===== config.mk =====
export PLATFORM = sky130hd
export DESIGN_NAME = cti_coef_regs
export DESIGN_NICKNAME = d
export VERILOG_FILES = /design/src/sv/cti_pkg.sv /design/src/sv/cti_coef_regs.sv
export SDC_FILE = /design/constraint.sdc
export NUM_CORES = 1
export LEC_CHECK = 0
export BUFFER_PORTS_ARGS = -buffer_cell sky130_fd_sc_hd__buf_2
export CORE_MARGIN = 2
export CORE_UTILIZATION = 55
export DETAILED_ROUTE_END_ITERATION = 12
export PLACE_DENSITY_LB_ADDON = 0.15
export RECOVER_POWER = 50
export SKIP_LAST_GASP = 1
export SLEW_MARGIN = 20
export SYNTH_ARGS = -nofsm -noshare
export SYNTH_HDL_FRONTEND = slang
export SYNTH_SLANG_ARGS = --single-unit

===== constraint.sdc =====
create_clock -name clock -period 2.5 [get_ports clock]
set_clock_uncertainty 0.2 [all_clocks]
set_input_delay 0.5 -clock clock [delete_from_list [all_inputs] [get_ports clock]]
set_output_delay 0.5 -clock clock [all_outputs]
set_load 0.005 [all_outputs]

===== src/sv/cti_pkg.sv =====
// Shared types and constants of the causal third-order recursive filter.
`default_nettype none

package cti_pkg;

   localparam int COEF_BITS    = 18;
   localparam int OUT_BITS     = 32;
   localparam int REG_IDX_BITS = 3;
   localparam int POS_BITS     = 2;

   // position at which the recursion runs; below it the warm-up outputs zero
   localparam logic [POS_BITS-1:0] POS_RUN = 2'd3;

   localparam logic signed [OUT_BITS-1:0] OUT_MAX = 32'sh7FFF_FFFF;
   localparam logic signed [OUT_BITS-1:0] OUT_MIN = 32'sh8000_0000;

   typedef enum logic [REG_IDX_BITS-1:0] {
      REG_FF0 = 3'd0,
      REG_FF1 = 3'd1,
      REG_FF2 = 3'd2,
      REG_FB1 = 3'd3,
      REG_FB2 = 3'd4,
      REG_FB3 = 3'd5
   } reg_idx_type;

   typedef struct packed {
      logic signed [COEF_BITS-1:0] ff0;
      logic signed [COEF_BITS-1:0] ff1;
      logic signed [COEF_BITS-1:0] ff2;
      logic signed [COEF_BITS-1:0] fb1;
      logic signed [COEF_BITS-1:0] fb2;
      logic signed [COEF_BITS-1:0] fb3;
   } coef_set_type;

   typedef struct packed {
      logic signed [OUT_BITS-1:0] y1;
      logic signed [OUT_BITS-1:0] y2;
      logic signed [OUT_BITS-1:0] y3;
   } out_hist_type;

endpackage

`default_nettype wire


===== src/sv/cti_coef_regs.sv =====
// Coefficient register file written through the CSR port.
`default_nettype none

module cti_coef_regs (
   input  wire logic                                  clock,
   input  wire logic                                  reset,
   input  wire logic                                  csr_wr_en,
   input  wire logic [cti_pkg::REG_IDX_BITS-1:0]      csr_index,
   input  wire logic signed [cti_pkg::COEF_BITS-1:0]  csr_wdata,
   output cti_pkg::coef_set_type                      coefs
);

   cti_pkg::coef_set_type coefs_ff;
   cti_pkg::coef_set_type coefs_in;

   always_comb begin
      coefs_in = coefs_ff;
      if (csr_wr_en) begin
         case (cti_pkg::reg_idx_type'(csr_index))
            cti_pkg::REG_FF0: coefs_in.ff0 = csr_wdata;
            cti_pkg::REG_FF1: coefs_in.ff1 = csr_wdata;
            cti_pkg::REG_FF2: coefs_in.ff2 = csr_wdata;
            cti_pkg::REG_FB1: coefs_in.fb1 = csr_wdata;
            cti_pkg::REG_FB2: coefs_in.fb2 = csr_wdata;
            cti_pkg::REG_FB3: coefs_in.fb3 = csr_wdata;
            default:          coefs_in = coefs_ff;   // drop writes past the list
         endcase
      end
   end

   always_ff @(posedge clock) begin
      if (reset) begin
         coefs_ff <= '0;
      end else begin
         coefs_ff <= coefs_in;
      end
   end

   assign coefs = coefs_ff;

endmodule

`default_nettype wire


==> results of run 1 <==
==> layout by cell type (no fill, tap or decap), types with 2 or more instances in the layout <==
cell type,n
dfxtp_1,108
nand2b_1,126
nand4b_1,2
buf_4,7
inv_6,4
buf_2,128
nand4bb_1,2
clkbuf_1,3
mux2i_1,108
clkbuf_8,9
==> final timing paths <==
kind              slack (ns)  depth (start not counted)      start   endpoint
hold reg to reg         0.27                          2  coefs[77]  coefs[77]
setup / recovery        0.66                          4      reset  coefs[57]
setup reg to reg        1.67                          2  coefs[72]  coefs[72]
hold / removal          0.27                          2  coefs[77]  coefs[77]
==> metrics by stage <==
stage	cell area (um^2)	worst slack [ns]	hold WS [ns]	utilization
after detailed placement	4980	0.385	0.257	0.655
after CTS	5190	0.776	0.281	0.682
after global routing	5170	0.531	0.297	0.680
after global placement	4980	0.439	0.256	0.655
after floorplan	4250	0.777	0.265	-
final	5170	0.658	0.274	0.680
==> power by group through the flow <==
stage,Sequential (mW),Combinational [mW],Clock (mW)
after CTS,1.78,0.237,1.11
after global routing,1.78,0.255,1.17
final,1.78,0.232,1.09
after global placement,1.81,0.232,0
after floorplan,1.82,0.138,0
after detailed placement,1.82,0.236,0
==> logic make-up after synthesis <==
logic type,after synthesis,share of synthesized area
buffers and inverters,26,0.0297
flip-flops,108,0.509
multiplexers,108,0.254
AND/OR/NAND/NOR,134,0.207
==> worst max-delay path: cells and delay by family <==
family	cells	cell delay, ns
and+or+nand+nor	1	0.39
muxes	1	0.13
buffers and inverters	2	0.80
==> synth_stat cells, drive strengths merged <==
cell     instances
nand2b         126
nand4b           2
nand4bb          3
and4bb           1
buf             12
or4b             1
mux2i          108
dfxtp          108
nor4b            1
clkbuf          14
==> layer usage <==
layer  vias to the layer above  wire length, um
met3                        10              520
met2                        85             4230
li1                       1496                -
met1                      1409             4290
met4                         0              144
met5                         -                0
==> cell type report <==
class                   instances  share of cell area
multi-input cells             242               0.380
clock inverters                 7              0.0152
clock buffers                   9              0.0240
repair buffers                139               0.138
well taps                     102              0.0247
flip-flops and latches        108               0.418
==> summary.md, run 1 <==
| Metric | Value |
|---|---|
| Synth Warn # | 0 |
| Vias | 3000 |
| FP Rows | 32 |
| Initial antenna violation count | 0 |
| Worst Path Required | ~2.5 ns |
| IO Port Bufs | 131 |
| Critical path launch point type | primary input |
| Syn avg cell area | roughly 11 um^2 |
| Die area | about 8400 um^2 |
| Max cap viols | 0 |
| Hold-fix buffers, CTS | 0 |
| Int Pwr | between 2 and 2.5 mW |
| CP peak stage delay | roughly 0.73 ns |
| Switching part of the total | 0.240 |
| Met2 Resource Use GR | 0.344 |
| Post-Syn Nets | 400 |
| Worst-case clock buffer depth | 2 |
| Number of flip-flops in the largest register | approximately 110 |
| GR Layer Usage met1 | 0.300 |
| Cell leakage power | about 2.8 nW |
| Synth cell types | 12 |
| Final slew viol count | 0 |
| Critical path peak fanout | ~130 |
| Mapped cell area | 4250 um^2 |
| DR pass1 iterations | 4 |
| First-pass GRT wire length | 14600 um |
| # clock sinks | 108 |
| Crit Path Category | in2reg |
| Vias/cell | between 4 and 5 |
| Post-placement cell count | 591 |
| Sw power | 0.743 mW |
| Sequential fraction of the synthesis area | 0.509 |
| Hold Fails Final Rpt | 0 |
| Syn Inst Count | roughly 380 |
| Boundary pin count | 132 |
| Area contributors post-synth | dfxtp_1 (51%), mux2i_1 (25%), nand2b_1 (19%) |
| Syn-to-layout area delta | 21.7% |
| Dpl hpwl | between 6000 and 7000 um |
| Critical path arrival | 1.88 ns |
| Minimum clock period | 1.84 ns |
| Root Driver | clkbuf_8 |
| Synth top area share | 0.509 |
| Logic gate share of total power | 0.075 |
| Gpl congestion | about 0.75 |
| Latest clock arrival within the worst-skew pair | about 0.35 ns |
| GRT Total Usage | 0.221 |
| CP endpoint kind | register |
| Vias in the first global route | between 2k and 3k |
| Drc violations | 0 |
| Tot Pwr | around 3.1 mW |
| Run status | completed |
| Sequential power share | 0.574 |
| Clock share of power | 0.351 |
| Largest net degree at the start of global routing | roughly 130 |
| Core area | about 7600 um^2 |
| Number of instances resized during post-cts repair | 0 |
| Antenna-violating nets left | 0 |
| Initial Util | 0.559 |
| RSZ-0062 raised after global routing | false |
| Worst path cell trace | buf_2 > clkbuf_4 > nand2b_1 > mux2i_1 |
| Area leader, netlist | dfxtp_1 |
| Multi-input gate area | between 1500 and 2000 um^2 |
| Most Used Layer, Global Route | met2 |
| GRT overflow | 0 |
| Setup_tns | 0 ns |
| Clock-pin slew on the worst setup and hold paths | 0.10 ns |
| # diodes | 0 |
| Total CTS buffers | 9 |
| Filler cells | between 600 and 700 |
| Die Y-Extent | between 90 and 100 um |
| Die Width | roughly 92 um |
| Layout cell share with drive strength beyond 1 | 0.307 |
| Routed Wire Length | 9180 um |
| H-tree Lvls | 3 |
| Post-route clock period utilization | 0.737 |
| WL/cell | 15.1 um |
| Hold crit path type | reg2reg |
| CTS tree | built |
| FF/Latch Area | roughly 2200 um^2 |
| Post-synthesis register bit count | 108 |
| GR Layer Usage met3 | 0.0583 |
| Maximum clock rate | 543 MHz |
| Worst-Margin Slew | about 0.94 ns |
| Slew headroom | 0.370 |
| Pwr Density | approximately 600 nW/um^2 |
| Finished Layout Cells | slightly above 600 |
| Detailed Route Iter0 Violations | between 70 and 80 |
| Final setup vio count | 0 |
| Setup bufs post-CTS | 0 |
| Layout Nets | between 500 and 600 |
| Peak supply drop | between 0.4 and 0.5 mV |
| Crit path max-delay cell type | clkbuf_4 |
(Power assumes the default switching activity.)
==> run 2, diff against run 1 <==
Settings changed: CORE_UTILIZATION 55 to 51.
Clock period 2.5 ns to 1.8 ns, I/O delays scaled along.
==> run 2 against run 1 <==
Net effect:
- flip-flop and latch count unchanged
- cell count increased by 0.99%
- core utilization decreased by 3.8 points
- hold slack got worse by 0.077 ns
- clock power increased by 38%
- combinational power increased by 47%
- critical endpoint is now coefs[93]
- clock-buffer cell count increased by 1
- register-to-register slack got worse by 0.72 ns
- largest power group unchanged
==> summary.md, run 2 (synthesis gave the netlist of run 1 again) <==
| Metric | Value |
|---|---|
| Run status | completed |
| Vias | 3028 (+0.93%) |
| Routed Wire Length | 9500 um (+3.5%) |
| Hold-fix buffers, CTS | 0 (unchanged) |
| Initial Util | 0.523 (-0.0362) |
| Family with the most delay on the worst path | buffers and inverters |
| Layout cell share with drive strength beyond 1 | 0.309 (+0.00212) |
| Top layer used by detailed routing | met4 |
| Slew headroom | 0.539 (+0.169) |
| Crit path max-delay cell type | clkbuf_1 |
| Setup bufs post-CTS | 0 (unchanged) |
| Finished Layout Cells | 613 (+0.99%) |
| Syn-to-layout area delta | 22.9% |
| Total CTS buffers | 9 (unchanged) |
| R2R setup slack | 0.95 ns (-0.72 ns) |
| Worst Path Required | 1.87 ns (-0.67 ns) |
| Critical path peak fanout | 7 (-94%) |
| Cell repeated most along the worst path | clkbuf_1 |
| Most frequent cells in the layout | buf_2 (129), nand2b_1 (126), mux2i_1 (108), dfxtp_1 (108), clkbuf_8 (9) |
| FF/Latch Area | 2160 um^2 (unchanged) |
| Worst path bufs/invs | 3 (+1) |
| CTS tree | built |
| Met3 WL | 580 um (+12%) |
| Post-placement cell count | 600 (+1.5%) |
| GRT Total Usage | 0.217 (-0.00439) |
| Worst-Margin Slew | 0.691 ns (-0.253 ns) |
| # diodes | 0 (unchanged) |
| Minimum clock period | about 1.5 ns |
| Dpl hpwl | 6650 um (+6.5%) |
| Layout Nets | 530 (+1.1%) |
| IO Port Bufs | 131 (unchanged) |
| Number of flip-flops in the largest register | 108 (unchanged) |
| FP Rows | 33 (+3.1%) |
| Clock-pin slew on the worst setup and hold paths | 0.09 ns (about the same) |
| Core area | 8130 um^2 (+6.9%) |
| Critical path arrival | 1.60 ns (-0.28 ns) |
| Number of instances resized during post-cts repair | 0 (unchanged) |
| WL/cell | 15.5 um (+2.5%) |
| Critical path launch point type | primary input |
| Gpl congestion | 0.828 (+10%) |
| Max cap viols | 0 (unchanged) |
| Die area | 9080 um^2 (+7.5%) |
| Latest clock arrival within the worst-skew pair | 0.34 ns (about the same) |
| Cell leakage power | 2.82 nW (+1.1%) |
| Worst path cell trace | clkbuf_1 > buf_4 > nor4b_2 > clkbuf_1 > mux2i_1 |
| Hold crit path type | in2reg |
| Root Driver | clkbuf_8 |
| DR pass1 iterations | 4 (unchanged) |
| Setup_tns | 0 ns (unchanged) |
| Largest net degree at the start of global routing | 58 (-54%) |
| Antenna-violating nets left | 0 (unchanged) |
| Filler cells | 687 (+7.2%) |
| Worst-case clock buffer depth | 2 (unchanged) |
| Hold Fails Final Rpt | 0 (unchanged) |
| Die Width | 95.3 um (+3.7%) |
| CP peak stage delay | 0.44 ns (-0.29 ns) |
| First-pass GRT wire length | 15000 um (+2.2%) |
| # clock sinks | 108 (unchanged) |
| Boundary pin count | 132 (unchanged) |
| GRT overflow | 0 (unchanged) |
| Vias/cell | 4.94 (about the same) |
| Pwr Density | 825 nW/um^2 (+38%) |
| H-tree Lvls | 3 (unchanged) |
| Initial antenna violation count | 0 (unchanged) |
| Vias in the first global route | 2922 (+1.8%) |
| RSZ-0062 raised after global routing | false |
| Wl on met1 | 4350 um (+1.3%) |
| Multi-input gate area | 1970 um^2 (+0.25%) |
| Most common cell after layout, fill and taps aside | buf_2 |
| Crit Path Category | in2reg |
| Peak supply drop | 0.492 mV (+20%) |
| Maximum clock rate | ~650 MHz |
| Met2 WL | 4430 um (+4.7%) |
| Die Y-Extent | 95.3 um (+3.7%) |
| Final setup vio count | 0 (unchanged) |
| CP endpoint kind | register |
| Final slew viol count | 0 (unchanged) |
| Drc violations | 0 (unchanged) |
| Detailed Route Iter0 Violations | 99 (+25%) |
| Post-route clock period utilization | 0.849 |
-- run 2: cell types whose count changed in the layout (fill, tap and decap cells not counted), sizes merged --
cell / before / now
clkbuf: 13 / 18
inv: 4 / 0
clkinv: 2 / 1
bufinv: 1 / 2
buf: 135 / 137
-- run 2: cell type report --
type | instances | area share
Sequential cell | 108 | 0.414
Clock inverter | 3 | 0.0125
Tap cell | 105 | 0.0251
Timing Repair Buffer | 145 | 0.147
Clock buffer | 10 | 0.0244
Multi-Input combinational cell | 242 | 0.377
-- run 2: worst reg2reg max path, cell delays in order (launching register included) --
cell,delay [ns]
dfxtp_1,0.35
nand2b_1,0.06
mux2i_1,0.16
-- run 2: metal layers --
layer	vias up	track usage
li1	1501	-
met4	0	0.0857
met2	84	0.347
met5	-	0
met1	1430	0.282
met3	13	0.0538
-- run 2: through the flow --
| stage | utilization | total power, mW | hold slack [ns] | setup WS [ns] | area, um^2 |
|---|---|---|---|---|---|
| 5_1_grt | 0.642 | 4.47 | 0.195 | 0.186 | 5220 |
| 4_1_cts | 0.649 | 4.35 | 0.182 | 0.393 | 5280 |
| 3_5_place_dp | 0.626 | 2.87 | 0.259 | 0.109 | 5090 |
| 6_report | 0.642 | 4.31 | 0.197 | 0.272 | 5220 |
| 3_3_place_gp | 0.626 | 2.87 | 0.254 | 0.0951 | 5090 |
| 2_1_floorplan | - | 2.72 | 0.265 | 0.217 | 4250 |
-- run 2: final timing paths --
check             cells after the start     startpoint         to
setup / recovery                      5   csr_index[1]  coefs[93]
hold / removal                        3  csr_wdata[17]  coefs[89]
setup reg to reg                      2      coefs[93]  coefs[93]
hold reg to reg                       2      coefs[80]  coefs[80]
-- run 2: power by group --
group          leakage, nW  internal (mW)  total (mW)  switching (mW)
combinational         1.84          0.171       0.341           0.170
clock               0.0981          0.761        1.50           0.743
sequential           0.874           2.44        2.47          0.0261
total                 2.82           3.37        4.31           0.939
==> run 3, diff against run 2 <==
Settings changed: CORE_UTILIZATION 51 to 46.
Clock period 1.8 ns to 1.3 ns, I/O delays scaled along.
==> run 3 against run 2 <==
Net effect:
- combinational power up 70%
- register-to-register slack lost 0.58 ns
- setup slack got worse by 0.26 ns
- global-route usage is 0.93 points lower
- power rose by 37%
- sequential power grew 39%
- critical endpoint is now coefs[21]
==> summary.md, run 3 (synthesis gave the netlist of run 1 again) <==
| Metric | Value |
|---|---|
| Run status | completed |
| # diodes | 0 (unchanged) |
| Pre-CTS setup slack | -0.306 ns (-0.414 ns) |
| DR pass1 iterations | 4 (unchanged) |
| Root Driver | clkbuf_8 |
| Initial antenna violation count | 0 (unchanged) |
| Slew headroom | 0.655 (+0.115) |
| Initial Util | 0.467 (-0.0559) |
| H-tree Lvls | 3 (unchanged) |
| FF/Latch Area | 2290 um^2 (+6.1%) |
| Area post-placement | 5270 um^2 (+3.6%) |
| Number of flip-flops in the largest register | 108 (unchanged) |
| Drc violations | 0 (unchanged) |
| Final Cell Area | 5940 um^2 (+14%) |
| IO Port Bufs | 131 (unchanged) |
| Critical path peak fanout | 18 (+11) |
| RSZ-0062 raised after global routing | true |
| Dpl hpwl | 7310 um (+10%) |
| Max cap viols | 0 (unchanged) |
| Crit path max-delay cell type | clkbuf_4 |
| Switching part of the total | 0.248 (+0.0297) |
| Worst-case clock buffer depth | 2 (unchanged) |
| Minimum clock period | ~1.3 ns |
| Antenna-violating nets left | 0 (unchanged) |
| Logic gate share of total power | 0.098 (+0.019) |
| Worst path bufs/invs | 3 (unchanged) |
| Family with the most delay on the worst path | buffers and inverters |
| Critical path arrival | 1.36 ns (-0.24 ns) |
| Sequential power share | 0.584 (+0.012) |
| Boundary pin count | 132 (unchanged) |
| Filler cells | 738 (+7.4%) |
| Worst Path Required | 1.38 ns (-0.49 ns) |
| Vias in the first global route | 3175 (+8.7%) |
| Gpl congestion | 0.773 (-6.6%) |
| WL/cell | 15.9 um (+2.8%) |
| # clock sinks | 108 (unchanged) |
| Largest net degree at the start of global routing | 33 (-43%) |
| Final setup vio count | 0 (unchanged) |
| FP Rows | 35 (+6.1%) |
| Layout cell share with drive strength beyond 1 | 0.559 (+0.250) |
| Worst path cell trace | buf_2 > clkbuf_2 > nand4bb_2 > clkbuf_4 > mux2i_1 |
| Die Width | 100 um (+5.1%) |
| Vias/cell | 4.87 (-1.4%) |
| Pwr Density | 991 nW/um^2 (+20%) |
| Most common cell after layout, fill and taps aside | nand2b_1 |
| First-pass GRT wire length | 16300 um (+9.2%) |
| CP peak stage delay | 0.39 ns (-0.05 ns) |
| Routed Wire Length | 10500 um (+11%) |
| Post-route clock period utilization | 0.988 |
| Latest clock arrival within the worst-skew pair | 0.35 ns (about the same) |
| Worst-Margin Slew | 0.518 ns (-0.173 ns) |
| Total CTS buffers | 9 (unchanged) |
| CTS tree | built |
| Most frequent cells in the layout | nand2b_1 (124), mux2i_1 (108), dfxtp_2 (105) |
| Final WS setup | 0.0158 ns (-0.256 ns) |
| Detailed Route Iter0 Violations | 71 (-28%) |
| CP endpoint kind | register |
| Int Pwr | 4.43 mW (+31%) |
| Die area | 10000 um^2 (+10%) |
| Peak supply drop | 0.521 mV (+5.8%) |
| Hold-fix buffers, CTS | 0 (unchanged) |
| Multi-input gate area | 2000 um^2 (+1.2%) |
| Vias | 3216 (+6.2%) |
| GRT overflow | 0 (unchanged) |
| Critical path launch point type | primary input |
| Clock share of power | 0.318 (-0.031) |
| Hold crit path type | in2reg |
| Hold Fails Final Rpt | 0 (unchanged) |
| GRT Total Usage | 0.208 (-0.00927) |
| Syn-to-layout area delta | 39.8% |
| Core area | 9110 um^2 (+12%) |
| Sw power | 1.46 mW (+55%) |
| Clock-pin slew on the worst setup and hold paths | 0.10 ns (about the same) |
| Cell leakage power | 3.10 nW (+10%) |
| Final slew viol count | 0 (unchanged) |
| Layout Nets | 568 (+7.2%) |
| Die Y-Extent | 100 um (+5.1%) |
| Maximum clock rate | slightly below 800 MHz |
| Crit Path Category | in2reg |
==> run 3: through the flow <==
step	TNS, ns	std cells	power [mW]	utilization	hold WS, ns
2_1_floorplan	-1.90	376	3.77	-	0.235
3_3_place_gp	-14.72	626	4.02	0.579	0.256
3_5_place_dp	-16.31	626	4.03	0.579	0.261
4_1_cts	-0.0164	643	5.90	0.610	0.0107
5_1_grt	-1.06	660	6.13	0.652	0.0153
6_report	0	660	5.89	0.652	0.0202
==> run 3: metal layers <==
metal,track usage,part of all wire,vias to the layer above
met1,0.282,0.46,1541
met4,0.0769,0.014,0
met5,0,0,-
li1,-,-,1585
met3,0.0481,0.048,10
met2,0.324,0.48,80
==> run 3: repair_timing <==
item                                    4_1_cts  5_1_grt
pin swaps                                     0        0
gates cloned                                  0        0
resized for setup                            69       80
setup buffers                                 1       17
endpoints found under the setup margin       65      103
==> run 3: final timing paths <==
| path | slack, ns | to | from | depth (start not counted) |
|---|---|---|---|---|
| setup reg to reg | 0.37 | coefs[8] | coefs[8] | 3 |
| hold reg to reg | 0.27 | coefs[68] | coefs[68] | 2 |
| setup / recovery | 0.02 | coefs[21] | csr_index[0] | 5 |
| hold / removal | 0.02 | coefs[93] | csr_wdata[3] | 3 |
==> run 3: power by group through the flow <==
stage | combinational [mW] | clock, mW | sequential (mW)
finish | 0.578 | 1.88 | 3.44
global route | 0.625 | 2.06 | 3.44
CTS | 0.546 | 1.93 | 3.43
detailed placement | 0.540 | 0 | 3.49
global placement | 0.530 | 0 | 3.49
floorplan | 0.272 | 0 | 3.50
==> run 3: worst reg2reg max path, stage by stage (launching register included) <==
cell and delay (ns):
dfxtp_2 0.36, buf_4 0.10, nand2b_1 0.04, mux2i_1 0.15
==> run 3: cell type report <==
cell class | instances | area share
tap | 111 | 0.0234
clock buffer | 10 | 0.0215
clock inverter | 6 | 0.00821
timing repair buffer | 183 | 0.225
sequential | 108 | 0.386
multi-input combinational | 242 | 0.336
